**src/rtl/assert_macros.svh**
```systemverilog
// ---------------------------------------------------------------------------
// assert_macros.svh
// Concurrent assertion helpers, compiled out for synthesis.
// ---------------------------------------------------------------------------
`ifndef ASSERT_MACROS_SVH
`define ASSERT_MACROS_SVH

`ifndef SYNTHESIS

// Implication checked every clock edge outside reset.
`define TLVS_ASSERT(lbl, clk, rstn, prop, msg) \
  lbl: assert property (@(posedge clk) disable iff (!(rstn)) (prop)) else $error(msg);

// Condition that must hold every clock edge outside reset.
`define TLVS_ASSERT_ALWAYS(lbl, clk, rstn, cond, msg) \
  lbl: assert property (@(posedge clk) disable iff (!(rstn)) (cond)) else $error(msg);

`else

`define TLVS_ASSERT(lbl, clk, rstn, prop, msg)
`define TLVS_ASSERT_ALWAYS(lbl, clk, rstn, cond, msg)

`endif

`endif

```
**src/rtl/tlvs_pkg.sv**
```systemverilog
// ---------------------------------------------------------------------------
// tlvs_pkg
// Shared types and constants for the TLV type search block.
// ---------------------------------------------------------------------------
package tlvs_pkg;

  localparam int unsigned MAX_BUFFER_BYTES_DEF = 65536;

  // APB register map: one 32-bit register per word
  localparam int unsigned PADDR_W    = 3;
  localparam int unsigned PDATA_W    = 32;
  localparam logic        REG_SEARCH = 1'b0;  // word index of search_type

  typedef enum logic [1:0] {
    PH_HEADER  = 2'd0,
    PH_VALUE   = 2'd1,
    PH_MATCHED = 2'd2
  } phase_t;

  typedef enum logic [1:0] {
    ST_FOUND     = 2'd0,
    ST_NOT_FOUND = 2'd1,
    ST_UNDERRUN  = 2'd2
  } status_t;

  typedef struct packed {
    logic [7:0] data_byte;
    logic       last_byte;
  } beat_t;

  typedef struct packed {
    status_t     status;
    logic [15:0] match_len;
    logic [15:0] value_offset;
    logic [16:0] next_offset;
  } result_t;

  // Input register contents handed to the parser
  typedef struct packed {
    logic  valid;
    beat_t beat;
  } stage_t;

endpackage

```
**src/rtl/tlv16_type_search.sv**
```systemverilog
// ---------------------------------------------------------------------------
// tlv16_type_search
// Streaming search of a type-length-value byte buffer for a given type.
// ---------------------------------------------------------------------------
// Usage:
//   in_*  : one buffer byte per beat, last_byte set on the final byte.
//           Records are 16-bit big-endian type, 16-bit length, value bytes.
//   out_* : at most one result per buffer: found (length, value offset,
//           offset past the record) once the matching value has arrived,
//           not found at a clean end, underrun at a truncated end.
//           Bytes after a match give nothing until the buffer ends.
//   APB   : word 0 holds the searched type (low 16 bits), read back too.
//           Write it only while the block is idle.
// Timing: the input register and the result register lie between a byte
//   and its result. One byte per cycle is sustained while no result waits
//   on out_stall; the parse state update is the only loop.
// Stall: while out_stall holds a result, in_stall is high as soon as the
//   input register holds a byte, so at most one byte waits behind it.
//   Offsets clamp at MAX_BUFFER_BYTES; value_offset keeps only 16 bits.
//   Reset clears the parse state and the register to 0.
// ---------------------------------------------------------------------------
module tlv16_type_search #(
  parameter int unsigned MAX_BUFFER_BYTES = tlvs_pkg::MAX_BUFFER_BYTES_DEF
) (
  input  logic                          clk,
  input  logic                          rst_n,
  input  logic                          in_valid,
  output logic                          in_stall,
  input  tlvs_pkg::beat_t               in_data,
  output logic                          out_valid,
  input  logic                          out_stall,
  output tlvs_pkg::result_t             out_data,
  input  logic                          psel,
  input  logic                          penable,
  input  logic                          pwrite,
  input  logic [tlvs_pkg::PADDR_W-1:0]  paddr,
  input  logic [tlvs_pkg::PDATA_W-1:0]  pwdata,
  output logic [tlvs_pkg::PDATA_W-1:0]  prdata,
  output logic                          pready
);

  logic [15:0]      search_type;
  logic             advance;
  tlvs_pkg::stage_t stage;

  tlvs_apb_regs u_regs (
    .clk         (clk),
    .rst_n       (rst_n),
    .psel        (psel),
    .penable     (penable),
    .pwrite      (pwrite),
    .paddr       (paddr),
    .pwdata      (pwdata),
    .prdata      (prdata),
    .pready      (pready),
    .search_type (search_type)
  );

  tlvs_in_stage u_in (
    .clk      (clk),
    .rst_n    (rst_n),
    .in_valid (in_valid),
    .in_stall (in_stall),
    .in_data  (in_data),
    .advance  (advance),
    .stage    (stage)
  );

  tlvs_parser #(
    .MAX_BUFFER_BYTES (MAX_BUFFER_BYTES)
  ) u_parser (
    .clk         (clk),
    .rst_n       (rst_n),
    .stage       (stage),
    .search_type (search_type),
    .advance     (advance),
    .out_valid   (out_valid),
    .out_stall   (out_stall),
    .out_data    (out_data)
  );

endmodule

```
**src/rtl/tlvs_apb_regs.sv**
```systemverilog
// ---------------------------------------------------------------------------
// tlvs_apb_regs
// APB register file holding the searched record type.
// ---------------------------------------------------------------------------
module tlvs_apb_regs (
  input  logic                          clk,
  input  logic                          rst_n,
  input  logic                          psel,
  input  logic                          penable,
  input  logic                          pwrite,
  input  logic [tlvs_pkg::PADDR_W-1:0]  paddr,
  input  logic [tlvs_pkg::PDATA_W-1:0]  pwdata,
  output logic [tlvs_pkg::PDATA_W-1:0]  prdata,
  output logic                          pready,
  output logic [15:0]                   search_type
);

  logic [15:0] search_type_r;
  logic [15:0] search_type_nxt;
  logic        hit;

  assign pready = 1'b1;
  assign hit    = (paddr[tlvs_pkg::PADDR_W-1] == tlvs_pkg::REG_SEARCH);

  always_comb begin
    search_type_nxt = search_type_r;
    if (psel && penable && pwrite && hit) begin
      search_type_nxt = pwdata[15:0];
    end
  end

  always_ff @(posedge clk) begin
    if (!rst_n) begin
      search_type_r <= '0;
    end else begin
      search_type_r <= search_type_nxt;
    end
  end

  assign prdata      = hit ? {{(tlvs_pkg::PDATA_W-16){1'b0}}, search_type_r} : '0;
  assign search_type = search_type_r;

endmodule

```
**src/rtl/tlvs_in_stage.sv**
```systemverilog
// ---------------------------------------------------------------------------
// tlvs_in_stage
// Input register: captures one beat, holds it until the parser takes it.
// ---------------------------------------------------------------------------
module tlvs_in_stage (
  input  logic              clk,
  input  logic              rst_n,
  input  logic              in_valid,
  output logic              in_stall,
  input  tlvs_pkg::beat_t   in_data,
  input  logic              advance,
  output tlvs_pkg::stage_t  stage
);

  logic            valid_r;
  logic            valid_nxt;
  tlvs_pkg::beat_t beat_r;
  logic            load;

  // Full and the parser cannot move on this cycle
  assign in_stall = valid_r && !advance;
  assign load     = in_valid && !in_stall;

  always_comb begin
    valid_nxt = valid_r;
    if (load) begin
      valid_nxt = 1'b1;
    end else if (advance) begin
      valid_nxt = 1'b0;
    end
  end

  always_ff @(posedge clk) begin
    if (!rst_n) begin
      valid_r <= 1'b0;
    end else begin
      valid_r <= valid_nxt;
    end
  end

  always_ff @(posedge clk) begin
    if (load) begin
      beat_r <= in_data;
    end
  end

  assign stage.valid = valid_r;
  assign stage.beat  = beat_r;

endmodule

```
**src/rtl/tlvs_parser.sv**
```systemverilog
// ---------------------------------------------------------------------------
// tlvs_parser
// Record parse state, match check and result register.
// ---------------------------------------------------------------------------
`include "assert_macros.svh"

module tlvs_parser #(
  parameter int unsigned MAX_BUFFER_BYTES = tlvs_pkg::MAX_BUFFER_BYTES_DEF
) (
  input  logic              clk,
  input  logic              rst_n,
  input  tlvs_pkg::stage_t  stage,
  input  logic [15:0]       search_type,
  output logic              advance,
  output logic              out_valid,
  input  logic              out_stall,
  output tlvs_pkg::result_t out_data
);

  localparam int unsigned PW = $clog2(MAX_BUFFER_BYTES + 1);

  tlvs_pkg::phase_t  phase_r, phase_nxt;
  logic [1:0]        hcount_r, hcount_nxt;
  logic [15:0]       rtype_r, rtype_nxt;
  logic [15:0]       rlen_r, rlen_nxt;
  logic [15:0]       remain_r, remain_nxt;
  logic [PW-1:0]     pos_r, pos_nxt;
  logic [15:0]       vstart_r, vstart_nxt;

  logic              out_valid_r, out_valid_nxt;
  tlvs_pkg::result_t out_data_r, out_data_nxt;

  logic              fire;
  logic              complete;
  logic              produce;
  logic [PW-1:0]     pos_after;
  logic [PW+16:0]    pos_ext;
  logic [15:0]       remain_dec;

  // Output register frees up when empty or being taken this cycle
  assign advance = !out_valid_r || !out_stall;
  assign fire    = stage.valid && advance;

  assign pos_after  = (pos_r < PW'(MAX_BUFFER_BYTES)) ? pos_r + PW'(1) : pos_r;
  assign pos_ext    = {{17{1'b0}}, pos_after};
  assign remain_dec = remain_r - 16'd1;

  always_comb begin
    phase_nxt    = phase_r;
    hcount_nxt   = hcount_r;
    rtype_nxt    = rtype_r;
    rlen_nxt     = rlen_r;
    remain_nxt   = remain_r;
    pos_nxt      = pos_r;
    vstart_nxt   = vstart_r;
    complete     = 1'b0;
    produce      = 1'b0;
    out_data_nxt = '{status: tlvs_pkg::ST_NOT_FOUND, match_len: '0,
                     value_offset: '0, next_offset: '0};

    if (fire) begin
      if (phase_r == tlvs_pkg::PH_MATCHED) begin
        // swallow the rest of the buffer
        if (stage.beat.last_byte) begin
          phase_nxt  = tlvs_pkg::PH_HEADER;
          hcount_nxt = '0;
          rtype_nxt  = '0;
          rlen_nxt   = '0;
          remain_nxt = '0;
          pos_nxt    = '0;
          vstart_nxt = '0;
        end
      end else begin
        pos_nxt = pos_after;
        if (phase_r == tlvs_pkg::PH_HEADER) begin
          case (hcount_r)
            2'd0:    rtype_nxt = {stage.beat.data_byte, 8'h00};
            2'd1:    rtype_nxt = {rtype_r[15:8], stage.beat.data_byte};
            2'd2:    rlen_nxt  = {stage.beat.data_byte, 8'h00};
            default: rlen_nxt  = {rlen_r[15:8], stage.beat.data_byte};
          endcase
          hcount_nxt = hcount_r + 2'd1;
          if (hcount_r == 2'd3) begin
            vstart_nxt = pos_ext[15:0];
            if (rlen_nxt == 16'd0) begin
              complete = 1'b1;
            end else begin
              remain_nxt = rlen_nxt;
              phase_nxt  = tlvs_pkg::PH_VALUE;
            end
          end
        end else begin
          remain_nxt = remain_dec;
          if (remain_dec == 16'd0) begin
            complete  = 1'b1;
            phase_nxt = tlvs_pkg::PH_HEADER;
          end
        end

        if (complete && (rtype_nxt == search_type)) begin
          produce      = 1'b1;
          out_data_nxt = '{status: tlvs_pkg::ST_FOUND, match_len: rlen_nxt,
                           value_offset: vstart_nxt, next_offset: pos_ext[16:0]};
          phase_nxt    = tlvs_pkg::PH_MATCHED;
        end else if (stage.beat.last_byte) begin
          produce = 1'b1;
          if (phase_nxt == tlvs_pkg::PH_HEADER && hcount_nxt == 2'd0) begin
            out_data_nxt.status = tlvs_pkg::ST_NOT_FOUND;
          end else begin
            out_data_nxt.status = tlvs_pkg::ST_UNDERRUN;
          end
        end

        // end of buffer re-arms for the next one
        if (stage.beat.last_byte) begin
          phase_nxt  = tlvs_pkg::PH_HEADER;
          hcount_nxt = '0;
          rtype_nxt  = '0;
          rlen_nxt   = '0;
          remain_nxt = '0;
          pos_nxt    = '0;
          vstart_nxt = '0;
        end
      end
    end
  end

  always_comb begin
    out_valid_nxt = out_valid_r;
    if (advance) begin
      out_valid_nxt = fire && produce;
    end
  end

  always_ff @(posedge clk) begin
    if (!rst_n) begin
      phase_r     <= tlvs_pkg::PH_HEADER;
      hcount_r    <= '0;
      rtype_r     <= '0;
      rlen_r      <= '0;
      remain_r    <= '0;
      pos_r       <= '0;
      vstart_r    <= '0;
      out_valid_r <= 1'b0;
    end else begin
      phase_r     <= phase_nxt;
      hcount_r    <= hcount_nxt;
      rtype_r     <= rtype_nxt;
      rlen_r      <= rlen_nxt;
      remain_r    <= remain_nxt;
      pos_r       <= pos_nxt;
      vstart_r    <= vstart_nxt;
      out_valid_r <= out_valid_nxt;
    end
  end

  always_ff @(posedge clk) begin
    if (advance) begin
      out_data_r <= out_data_nxt;
    end
  end

  assign out_valid = out_valid_r;
  assign out_data  = out_data_r;

  `TLVS_ASSERT_ALWAYS(a_value_nonzero, clk, rst_n,
    (phase_r != tlvs_pkg::PH_VALUE) || (remain_r != 16'd0), "value phase with nothing left")
  `TLVS_ASSERT_ALWAYS(a_hdr_aligned, clk, rst_n,
    (phase_r == tlvs_pkg::PH_HEADER) || (hcount_r == 2'd0), "header count off outside header")
  `TLVS_ASSERT(a_matched_silent, clk, rst_n,
    fire && (phase_r == tlvs_pkg::PH_MATCHED) |=> !out_valid_r, "result after match")
  `TLVS_ASSERT_ALWAYS(a_miss_zeroed, clk, rst_n,
    !out_valid_r || (out_data_r.status == tlvs_pkg::ST_FOUND) ||
    ((out_data_r.match_len == 16'd0) && (out_data_r.value_offset == 16'd0) &&
     (out_data_r.next_offset == 17'd0)), "miss result carries offsets")

endmodule
```
**config.mk**
```make
export PLATFORM = sky130hd
export DESIGN_NAME = tlv16_type_search
export DESIGN_NICKNAME = d
export VERILOG_FILES = /design/src/rtl/tlvs_pkg.sv /design/src/rtl/tlv16_type_search.sv /design/src/rtl/tlvs_apb_regs.sv /design/src/rtl/tlvs_in_stage.sv /design/src/rtl/tlvs_parser.sv
export VERILOG_INCLUDE_DIRS = /design/src /design/src/rtl
export SDC_FILE = /design/constraint.sdc
export NUM_CORES = 1
export LEC_CHECK = 0
export ABC_CLOCK_PERIOD_IN_PS = 3900
export BUFFER_PORTS_ARGS = -buffer_cell sky130_fd_sc_hd__buf_2
export CAP_MARGIN = 30
export CORE_MARGIN = 2
export CORE_UTILIZATION = 42
export CTS_CLUSTER_SIZE = 24
export DETAILED_ROUTE_END_ITERATION = 8
export GPL_ROUTABILITY_DRIVEN = 0
export HOLD_SLACK_MARGIN = 0.12
export SLEW_MARGIN = 20
export SYNTH_ARGS = -nofsm -noshare
export SYNTH_HDL_FRONTEND = slang
export SYNTH_SLANG_ARGS = --single-unit
export TNS_END_PERCENT = 5
```
**constraint.sdc**
```tcl
create_clock -name clk -period 3.9 [get_ports clk]
set_input_delay 0.78 -clock clk [delete_from_list [all_inputs] [get_ports clk]]
set_output_delay 0.78 -clock clk [all_outputs]
set_load 0.02 [all_outputs]
```
After elaboration in Yosys (flattened, before gate mapping)
Cells that the tools add are included.
- equal/unequal tests: 8
- add/subtract/negate cells: 3
- multiplexer cells: 58
- reductions and logical operators: 27
- order comparisons: 1
- bitwise operators: 4
- operators by type and width (operator ; number):
    16-bit two-way mux ; 22
    17-bit two-way mux ; 4
    16-bit one-hot mux with 2 select lines ; 2
    16-bit logical NOT ; 2
    2-bit two-way mux ; 16
    17-bit by 1-bit adder with 17-bit output (second input constant) ; 1
    17-bit less-than comparator (second input constant) ; 1
    16-bit equality test ; 1
    16-bit by 1-bit subtractor with 16-bit output (second input constant) ; 1
    1-bit two-way mux ; 14
    1-bit logical AND ; 9
    2-bit logical NOT ; 4
    2-bit equality test (second input constant) ; 3
    3-bit != test (second input constant) ; 2
    1-bit logical NOT ; 4
    1-bit inverter ; 4
    4-bit AND reduction ; 1
    2-bit OR reduction ; 2
    4-bit OR reduction ; 1
    3-bit OR reduction ; 1
    2-bit by 1-bit adder with 2-bit output (second input constant) ; 1
    2-bit by 1-bit equality test with 1-bit output (second input constant) ; 1
    2-bit != test (second input constant) ; 1
    2-bit AND reduction ; 1
    2 further kinds ; 2
- logic and storage cells: 118
- flip-flop bits (word level): 163
- output and inout bits: 86

Depth between registers and ports, before layout
Gate-level depths: netlist of the first run.
- word-level depth: 17
- gate-level depth with buffers: 12
- gate-level depth less buffers: 9

Modules after synthesis
From an unflattened synthesis of the first run, not the netlist that was laid out.
- cell total of the unflattened synthesis: 873
- area total of the unflattened synthesis: 8429.3 um^2
- by module, submodules not included (module ; area each (um^2) ; instances ; cells an instance):
    tlvs_parser ; 7196.9 ; 1 ; 753
    tlvs_apb_regs ; 907.1 ; 1 ; 106
    tlvs_in_stage ; 325.3 ; 1 ; 14

Least setup slack after synthesis of the first run
Ideal clock, no wire load.
- kind: in2reg
- from: input out_stall
- to: register u_parser.remain_r[13]
- arrival time: 3.558 ns
- stages on the path: 8
- setup slack: 0.268 ns
- required time: 3.825 ns
- library setup time: 0.075 ns
- path through: nand2_1 > nand2_1 > or2_2 > clkbuf_1 > a21oi_1 > clkbuf_1 > nand2_1 > o22ai_1
- longest elaborated chain between the ends: 4
- RTL lines (element ; line ; text):
    from (decl) ; tlv16_type_search.sv:31 ; input logic out_stall,
    1-bit logical NOT ; tlvs_parser.sv:41 ; assign advance = !out_valid_r || !out_stall;
    1-bit logical OR ; tlvs_parser.sv:41 ;
    1-bit logical AND ; tlvs_parser.sv:42 ; assign fire = stage.valid && advance;
    4-bit AND reduction (no line) ; n/a ;
    to (signal assigned) ; tlvs_parser.sv:150 ; remain_r <= remain_nxt;
    to (decl) ; tlvs_parser.sv:26 ; logic [15:0] remain_r, remain_nxt;
Every way passes these cells.
A chain may end at the register's enable or synchronous reset.

Worst setup path in the final report of the first run
- from: register u_parser.hcount_r[0]
- to: register u_parser.out_data_r (netlist bit u_parser.out_data[49]), data pin
- longest elaborated chain between the ends: 17
- elaborated cells between the ends (all ways): 36
- those cells by class: add/sub (1); eq/ne (4); mux (24); reduce/logical (7)
- RTL lines (element ; line ; text):
    from (decl) ; tlvs_parser.sv:23 ; logic [1:0] hcount_r, hcount_nxt;
    from (signal assigned) ; tlvs_parser.sv:147 ; hcount_r <= hcount_nxt;
    2-bit by 1-bit equality test with 1-bit output / 2-bit logical NOT (equally long branches) ; tlvs_parser.sv:76 ; case (hcount_r)
    2-bit OR reduction (no line) ; n/a ;
    16-bit one-hot mux with 2 select lines ; tlvs_parser.sv:76 ;
    16-bit two-way mux ; tlvs_parser.sv:75 ; if (phase_r == tlvs_pkg::PH_HEADER) begin
    16-bit two-way mux ; tlvs_parser.sv:62 ; if (phase_r == tlvs_pkg::PH_MATCHED) begin
    16-bit two-way mux ; tlvs_parser.sv:61 ; if (fire) begin
    16-bit logical NOT ; tlvs_parser.sv:85 ; if (rlen_nxt == 16'd0) begin
    2-bit two-way mux ; tlvs_parser.sv:85 ;
    2-bit two-way mux ; tlvs_parser.sv:83 ; if (hcount_r == 2'd3) begin
    2-bit two-way mux ; tlvs_parser.sv:75 ;
    2-bit two-way mux ; tlvs_parser.sv:62 ;
    2-bit two-way mux ; tlvs_parser.sv:61 ;
    2-bit logical NOT ; tlvs_parser.sv:107 ; if (phase_nxt == tlvs_pkg::PH_HEADER && hcount_nxt == 2'd0) begin
    1-bit logical AND ; tlvs_parser.sv:107 ;
    2-bit two-way mux ; tlvs_parser.sv:107 ;
    1-bit two-way mux ; tlvs_parser.sv:105 ; end else if (stage.beat.last_byte) begin
    1-bit two-way mux (*) ; tlvs_parser.sv:100 ; if (complete && (rtype_nxt == search_type)) begin
    to (signal assigned) ; tlvs_parser.sv:159 ; out_data_r <= out_data_nxt;
    to (decl) ; tlvs_parser.sv:31 ; tlvs_pkg::result_t out_data_r, out_data_nxt;
Every way passes the cells marked *; elsewhere a longest branch is shown, timed or not. The select of a mux whose other input is x is not followed.

==> results of run 1 <==
per-stage QoR:
step	util	hold slack (ns)
after global routing	0.494	0.463
after global placement	0.464	0.438
after detailed placement	0.465	0.448
final	0.494	0.453
after CTS	0.494	0.455
after floorplan	-	0.431
state kept, by name, summed over array words and instances, names as in the netlist:
register and count:
u_parser.phase_r 2, u_parser.rtype_r 16, u_parser.out_data 51, u_parser.vstart_r 16, u_in.stage 9, u_parser.out_valid 1, u_regs.search_type 16, u_parser.rlen_r 16
u_in.valid_r 1, u_parser.hcount_r 2, u_parser.remain_r 16, u_parser.pos_r 17
placed cells by master, fill, tap and decap left out, types with 24 or more instances in the layout:
cell type,Yosys,layout
nor2_1,63,63
buf_2,8,101
nand2_1,107,106
o21ai_0,52,52
edfxtp_1,60,60
dfxtp_1,103,103
xnor2_1,24,24
nor2b_1,82,82
a22oi_1,59,59
buf_4,17,27
worst max-delay path, stage by stage (launching register included):
cell and delay [ns]:
dfxtp_1 0.37, inv_1 0.12, ha_1 0.29, or2_1 0.28, nand2_1 0.30, a221o_1 0.42, a2111oi_0 0.50, buf_4 0.20
and4_1 0.22, nand3_2 0.09, buf_4 0.23, and2_1 0.16
routing by layer:
metal / GRT usage / up-vias / part of all wire
met5: 0 / - / 0
met4: 0.0713 / 0 / 0.019
met3: 0.0406 / 30 / 0.052
met2: 0.313 / 185 / 0.47
met1: 0.266 / 3144 / 0.46
li1: - / 3375 / -
cells by family after synthesis:
family                   Yosys count  share of synthesized area
AND/OR/NAND/NOR                  374                      0.232
buffers and inverters             89                     0.0507
other                              2                   0.000899
XOR/XNOR                          42                     0.0441
multiplexers                       3                    0.00375
flip-flops                       163                      0.463
AO/OA/AOI/OAI                    228                      0.196
adder cells (fa/ha/maj)            7                     0.0105
cell type report:
cell class                 count  area (um2)  share of cell area
multi-input combinational    671        4120               0.429
sequential                   163        3860               0.402
timing repair buffer         128         708              0.0737
clock buffer                  24         504              0.0524
tap                          265         332              0.0345
clock inverter                 8        62.6             0.00651
inverter                       6        22.5             0.00234
cells in the mapped netlist, drive strengths merged, types with 13 or more instances:
master,n
a21oi,23
nor2b,82
xnor2,24
nand3,16
clkbuf,52
a22oi,59
and3,14
buf,31
and2,20
a211oi,15
xor2,18
a21boi,24
or2,13
dfxtp,103
o21ai,54
edfxtp,60
nor2,64
nand2,107
path summary, 6_finish.rpt:
| kind | start | to | slack, ns | cells after the start |
|---|---|---|---|---|
| worst min register to register | u_parser.vstart_r[15] | u_parser.vstart_r[15] | 0.45 | 2 |
| worst min-delay path | u_parser.vstart_r[15] | u_parser.vstart_r[15] | 0.45 | 2 |
| worst max-delay path | u_parser.hcount_r[0] | u_parser.out_data[49] | 0.48 | 11 |
| worst max register to register | u_parser.hcount_r[0] | u_parser.out_data[49] | 0.48 | 11 |
power by group:
part | leakage, nW | switching (W) | internal, W
Sequential | 1.53 | 0.0000265 | 0.00178
Combinational | 1.84 | 0.000143 | 0.0000790
Clock | 0.277 | 0.000692 | 0.000918
==> qor.yml, run 1 <==
cells_and_area:
  fillers: 1879
  fin_cells: 1265
  syn_to_final_growth_pct: 15.2
  postLayoutCellArea_um2: 9610
  diodes: 0
  drive_above_1_share: 0.189
  fin_nets: 1045
grt:
  antenna_found_initial: 0
  grt_pass1_wl_um: 33500
  grt_max_degree: 42
  grt.overflow.total: 0
  grt_usage: 0.197
  grt_pass1_vias: 6338
pwr:
  ir_worst_vdd_uv: 304
  leakage_nw: 3.65
  report.power.total_w: 0.00364
  pwr_density_cell_nw_per_um2: 379
synth:
  netlist.area_leader.share: 0.247
  syn_avg_cell_area_um2: 9.20
  yosysTopAreaCell: "dfxtp_1"
  synth_edf_count: 60
  synth.distinct_cells: 65
  synth_area_leaders: "dfxtp_1, edfxtp_1, nor2b_1, a22oi_1, nand2_1"
  ys_seq_elements: 163
  syn_area_um2: 8350
  seq_area_frac_synth: 0.463
  synthFlopType: "dfxtp_1"
  netlist_instances: 908
  synth-async-reset-ratio: 0
  yosys_warnings: 0
outcome:
  status: "finished, final reports clean"
routing:
  vias: 6734
  wl_um: 20600
  drt_iter0_drc: 514
  drt_pass1_iterations: 5
  wl_per_cell_um: 16.3
  ant_nets: 0
  routed_via_density: 5.32
  remaining_drc_errors: 0
setup_path:
  required_ns: 4.08
  worst-endpoint-arrival_ns: 3.61
  crit_path_end_kind: "register"
  cp_max_fo: 21
  worst-setup-path-type: "register to register"
  critPathLaunchType: "register"
sta:
  setup_slack_ns: 0.477
  rsz0062_at_grt: "false"
  setup_viol: 0
  skew_ns: 0.00986
  tightestPinTransition_ns: 0.749
  hold_violations: 0
  maxSlewViolCount: 0
  setup_tns_ns: 0
  fin_crit_ns: 3.42
  fin_crit_sh: 0.878
  max_freq_mhz: 292
  slew-limit-headroom: 0.497
cts:
  cts.sinks: 163
  cts_max_level: 4
  cts_tree: "yes"
  post_cts_resized: 0
  clkTransAtPathRegs_ns: 0.06
  cts_made_buffers: 17
  cts_root_buf: "clkbuf_16"
  cts.hold.buffers_added: 0
  clock_latency_ns: 0.43
  post_cts_buffers: 0
  ctsLongestPathBuffers: 2
placement:
  pre_cts_ws_ns: 0.484
  dp_hpwl_um: 14300
  placed_cells: 1233
  placed_cell_area_um2: 9050
  port_buffers: 101
die:
  die_h_um: 145
  boundaryPins: 137
  initial_core_util: 0.429
  std_cell_rows: 51
  dieArea_um2: 21000
  die_x_um: 145
  core_area_um2: 19500
run:
  maxCapViolCount: 0
min_path:
  hold_path.class: "register to register"
(Power assumes the default switching activity.)
==> inputs of run 2 (changes only) <==
--- a/config.mk
+++ b/config.mk
@@ -6,9 +6,11 @@
 export SDC_FILE = /design/constraint.sdc
 export NUM_CORES = 1
 export LEC_CHECK = 0
+export ABC_AREA = 1
 export ABC_CLOCK_PERIOD_IN_PS = 3900
 export BUFFER_PORTS_ARGS = -buffer_cell sky130_fd_sc_hd__buf_2
 export CAP_MARGIN = 30
+export CORE_ASPECT_RATIO = 0.7
 export CORE_MARGIN = 2
 export CORE_UTILIZATION = 42
 export CTS_CLUSTER_SIZE = 24
@@ -19,4 +21,3 @@
 export SYNTH_ARGS = -nofsm -noshare
 export SYNTH_HDL_FRONTEND = slang
 export SYNTH_SLANG_ARGS = --single-unit
-export TNS_END_PERCENT = 5
==> qor.yml, run 2 <==
setup_path:
  critPathLaunchType: "register"  # unchanged
  r2r_setup_slack_ns: 0.81  # was 0.48 ns
  cp_max_fo: 51  # was 21
  required_ns: 4.09  # was 4.08 ns
  crit_top_cell: "nand2_1"  # was buf_4
  worst-setup-path-type: "register to register"  # unchanged
  cpMaxStageDelayCell: "ha_1"  # was a2111oi_0
  cp_top_family: "simple AND/OR/NAND/NOR gates"  # unchanged
  worst-endpoint-arrival_ns: 3.28  # was 3.61 ns
  reg2regPathDepth: 13  # was 11
  slowest_delay_ns: 0.66  # was 0.50 ns
  rr_startpoint: "u_parser.hcount_r[0]"  # unchanged
  crit_buf_inv: 2  # was 3
  crit_cells: 13  # was 11
  crit_chain: "ha_1, inv_2, nand2_2, inv_2, nand2_1, o21ai_0, nor2_1, nand2_1, nor2_2, nand3_1, nand2_1, nand3_4, o21a_1"  # was inv_1, ha_1, or2_1, nand2_1, a221o_1, a2111oi_0, buf_4, and4_1, nand3_2, buf_4, and2_1
  crit_path_end_kind: "register"  # unchanged
  reg2reg_to: "u_parser.out_data[49]"  # unchanged
cts:
  clkTransAtPathRegs_ns: 0.07  # was 0.06 ns
  post_cts_resized: 0  # unchanged
  cts.hold.buffers_added: 0  # unchanged
  cts_made_buffers: 17  # unchanged
  clock_latency_ns: 0.43  # about the same
  cts_root_buf: "clkbuf_16"  # unchanged
  post_cts_buffers: 0  # unchanged
  ctsLongestPathBuffers: 2  # unchanged
  cts_tree: "yes"  # unchanged
  cts_max_level: 4  # unchanged
  cts.sinks: 163  # unchanged
synth:
  synth.distinct_cells: 43  # was 65
  synthTopCellsByCount: "nand2_1, nor2_1, inv_1"  # was nand2_1, dfxtp_1, nor2b_1
  seq_area_frac_synth: 0.460  # was 0.463
  synth-async-reset-ratio: 0  # unchanged
  yosysTopAreaCell: "dfxtp_1"  # unchanged
  ys_seq_elements: 163  # unchanged
  synth_edf_count: 60  # unchanged
  netlist.area_leader.share: 0.245  # was 0.247
  synthFlopType: "dfxtp_1"  # unchanged
  netlist_instances: 1129  # was 908
  synth_most_common_cell: "nand2_1"  # unchanged
  synth_area_leaders: "dfxtp_1, edfxtp_1, nand2_1, nor2_1, a21oi_1"  # was dfxtp_1, edfxtp_1, nor2b_1, a22oi_1, nand2_1
  syn_avg_cell_area_um2: 7.44  # was 9.20 um2
  yosys_warnings: 0  # unchanged
  syn_area_um2: 8400  # was 8350 um2
sta:
  hold_violations: 0  # unchanged
  maxSlewViolCount: 0  # unchanged
  rsz0062_at_grt: "false"  # unchanged
  fin_crit_ns: 3.09  # was 3.42 ns
  setup_viol: 0  # unchanged
  max_freq_mhz: 324  # was 292 MHz
  tightestPinTransition_ns: 0.910  # was 0.749 ns
  skew_ns: 0.0130  # was 0.00986 ns
  slew-limit-headroom: 0.392  # was 0.497
  fin_crit_sh: 0.792  # was 0.878
  setup_tns_ns: 0  # unchanged
  whs_ns: 0.461  # was 0.453 ns
pwr:
  p_seq_frac: 0.489  # was 0.497
  power_switching_w: 0.000922  # was 0.000861 W
  pwr_density_cell_nw_per_um2: 387  # was 379 nW/um2
  swShare: 0.250  # was 0.237
  p_int_w: 0.00277  # was 0.00278 W
  leakage_nw: 3.99  # was 3.65 nW
  p_clk_frac: 0.447  # was 0.442
  ir_worst_vdd_uv: 299  # was 304 uV
  combPwrFrac: 0.064  # was 0.061
die:
  initial_core_util: 0.427  # was 0.429
  core_area_um2: 19700  # was 19500 um2
  std_cell_rows: 43  # was 51
  dieArea_um2: 21200  # was 21000 um2
  boundaryPins: 137  # unchanged
  die_x_um: 173  # was 145 um
  die_h_um: 122  # was 145 um
cells_and_area:
  drive_above_1_share: 0.155  # was 0.189
  fin_nets: 1261  # was 1045
  fin_cells: 1486  # was 1265
  diodes: 0  # unchanged
  fillers: 2022  # was 1879
  multi_input_area_um2: 3730  # was 4120 um2
  final_common_cell: "nand2_1"  # unchanged
  final_cell_mix: "nand2_1, nor2_1, inv_1"  # was nand2_1, dfxtp_1, buf_2
  syn_to_final_growth_pct: 13.6  # was 15.2%
  largest_register_ffs: 51  # unchanged
  seqCellArea_um2: 3860  # unchanged
  postLayoutCellArea_um2: 9550  # was 9610 um2
routing:
  ant_nets: 0  # unchanged
  vias: 7314  # was 6734
  routed_via_density: 4.92  # was 5.32
  remaining_drc_errors: 0  # unchanged
  drt_iter0_drc: 624  # was 514
  wl_per_cell_um: 14.0  # was 16.3 um
  wl_um: 20800  # was 20600 um
  drt_pass1_iterations: 5  # unchanged
run:
  maxCapViolCount: 0  # unchanged
min_path:
  hold_path.class: "register to register"  # unchanged
  min_to: "u_parser.vstart_r[10]"  # was u_parser.vstart_r[15]
  hold_path_depth: 2  # unchanged
  hold_start: "u_parser.vstart_r[10]"  # was u_parser.vstart_r[15]
placement:
  placed_cell_area_um2: 8970  # was 9050 um2
  port_buffers: 101  # unchanged
  placed_cells: 1454  # was 1233
  dp_hpwl_um: 14300  # about the same
grt:
  grt_usage: 0.198  # was 0.197
  grt.overflow.total: 0  # unchanged
  grt_max_degree: 63  # was 42
  grt_pass1_wl_um: 33100  # was 33500 um
  grt_pass1_vias: 6490  # was 6338
  antenna_found_initial: 0  # unchanged
outcome:
  status: "finished, final reports clean"  # unchanged
## run 2: cell types whose count changed after synthesis, moves of 20 or more
| cell | change |
|---|---|
| a21boi_0 | -22 |
| a21oi_1 | +70 |
| a22oi_1 | -59 |
| and2_1 | -20 |
| inv_1 | +107 |
| nand2_1 | +197 |
| nand3_1 | +21 |
| nor2_1 | +75 |
| nor2b_1 | -82 |
## run 2: worst max-delay path by stage
stage	start	to	slack [ns]
after floorplan	out_stall	u_parser.remain_r[13]	0.72
after global placement	u_parser.hcount_r[0]	u_parser.out_data[49]	0.90
after detailed placement	u_parser.hcount_r[0]	u_parser.out_data[49]	0.81
after CTS	u_parser.hcount_r[0]	u_parser.out_data[49]	0.81
after global routing	u_parser.hcount_r[0]	u_parser.out_data[49]	0.42
final	u_parser.hcount_r[0]	u_parser.out_data[49]	0.81
## run 2: cells by family (layout without fill, tap and decap cells)
group / after synthesis / in the layout / share of synthesized area
DFF: 163 / 163 / 0.460
xor gates and xnor gates: 22 / 22 / 0.0229
other: 2 / 17 / 0.000894
adders and majority gates: 7 / 7 / 0.0104
buffers and inverters: 194 / 266 / 0.104
AOI/OAI and AO/OA: 200 / 200 / 0.129
and+or+nand+nor: 541 / 541 / 0.273
## run 2: power by group through the flow
stage	combinational, W	clock, W	sequential, W
2_1_floorplan	0.000165	0	0.00185
5_1_grt	0.000262	0.00175	0.00181
4_1_cts	0.000236	0.00169	0.00181
3_5_place_dp	0.000236	0	0.00184
3_3_place_gp	0.000235	0	0.00184
6_report	0.000236	0.00165	0.00181
## run 2: tightest hold or removal path, cell delays in order, from the launching register on
cell and delay, ns:
dfxtp_1 0.31, nand2_1 0.05, a21oi_1 0.05
## run 2: through the flow
step           setup slack, ns  power (W)   util
6_report                 0.809    0.00369  0.485
5_1_grt                  0.418    0.00382  0.485
4_1_cts                  0.812    0.00373  0.485
3_5_place_dp             0.808    0.00208  0.456
3_3_place_gp             0.904    0.00208  0.456
2_1_floorplan            0.721    0.00202      -
## run 2: layer usage
layer | wire, um | vias to the layer above | track usage
met1 | 11000 | 3340 | 0.302
met2 | 8370 | 206 | 0.287
li1 | - | 3752 | -
met5 | 0 | - | 0
met4 | 167 | 0 | 0.0450
met3 | 1290 | 16 | 0.0393
## run 2: final cells by class
| type | instances | area share |
|---|---|---|
| Clock buffer | 19 | 0.0475 |
| Tap cell | 270 | 0.0354 |
| Sequential cell | 163 | 0.405 |
| Clock inverter | 13 | 0.0128 |
| Inverter | 125 | 0.0493 |
| Multi-Input combinational cell | 787 | 0.391 |
| Timing Repair Buffer | 109 | 0.0592 |
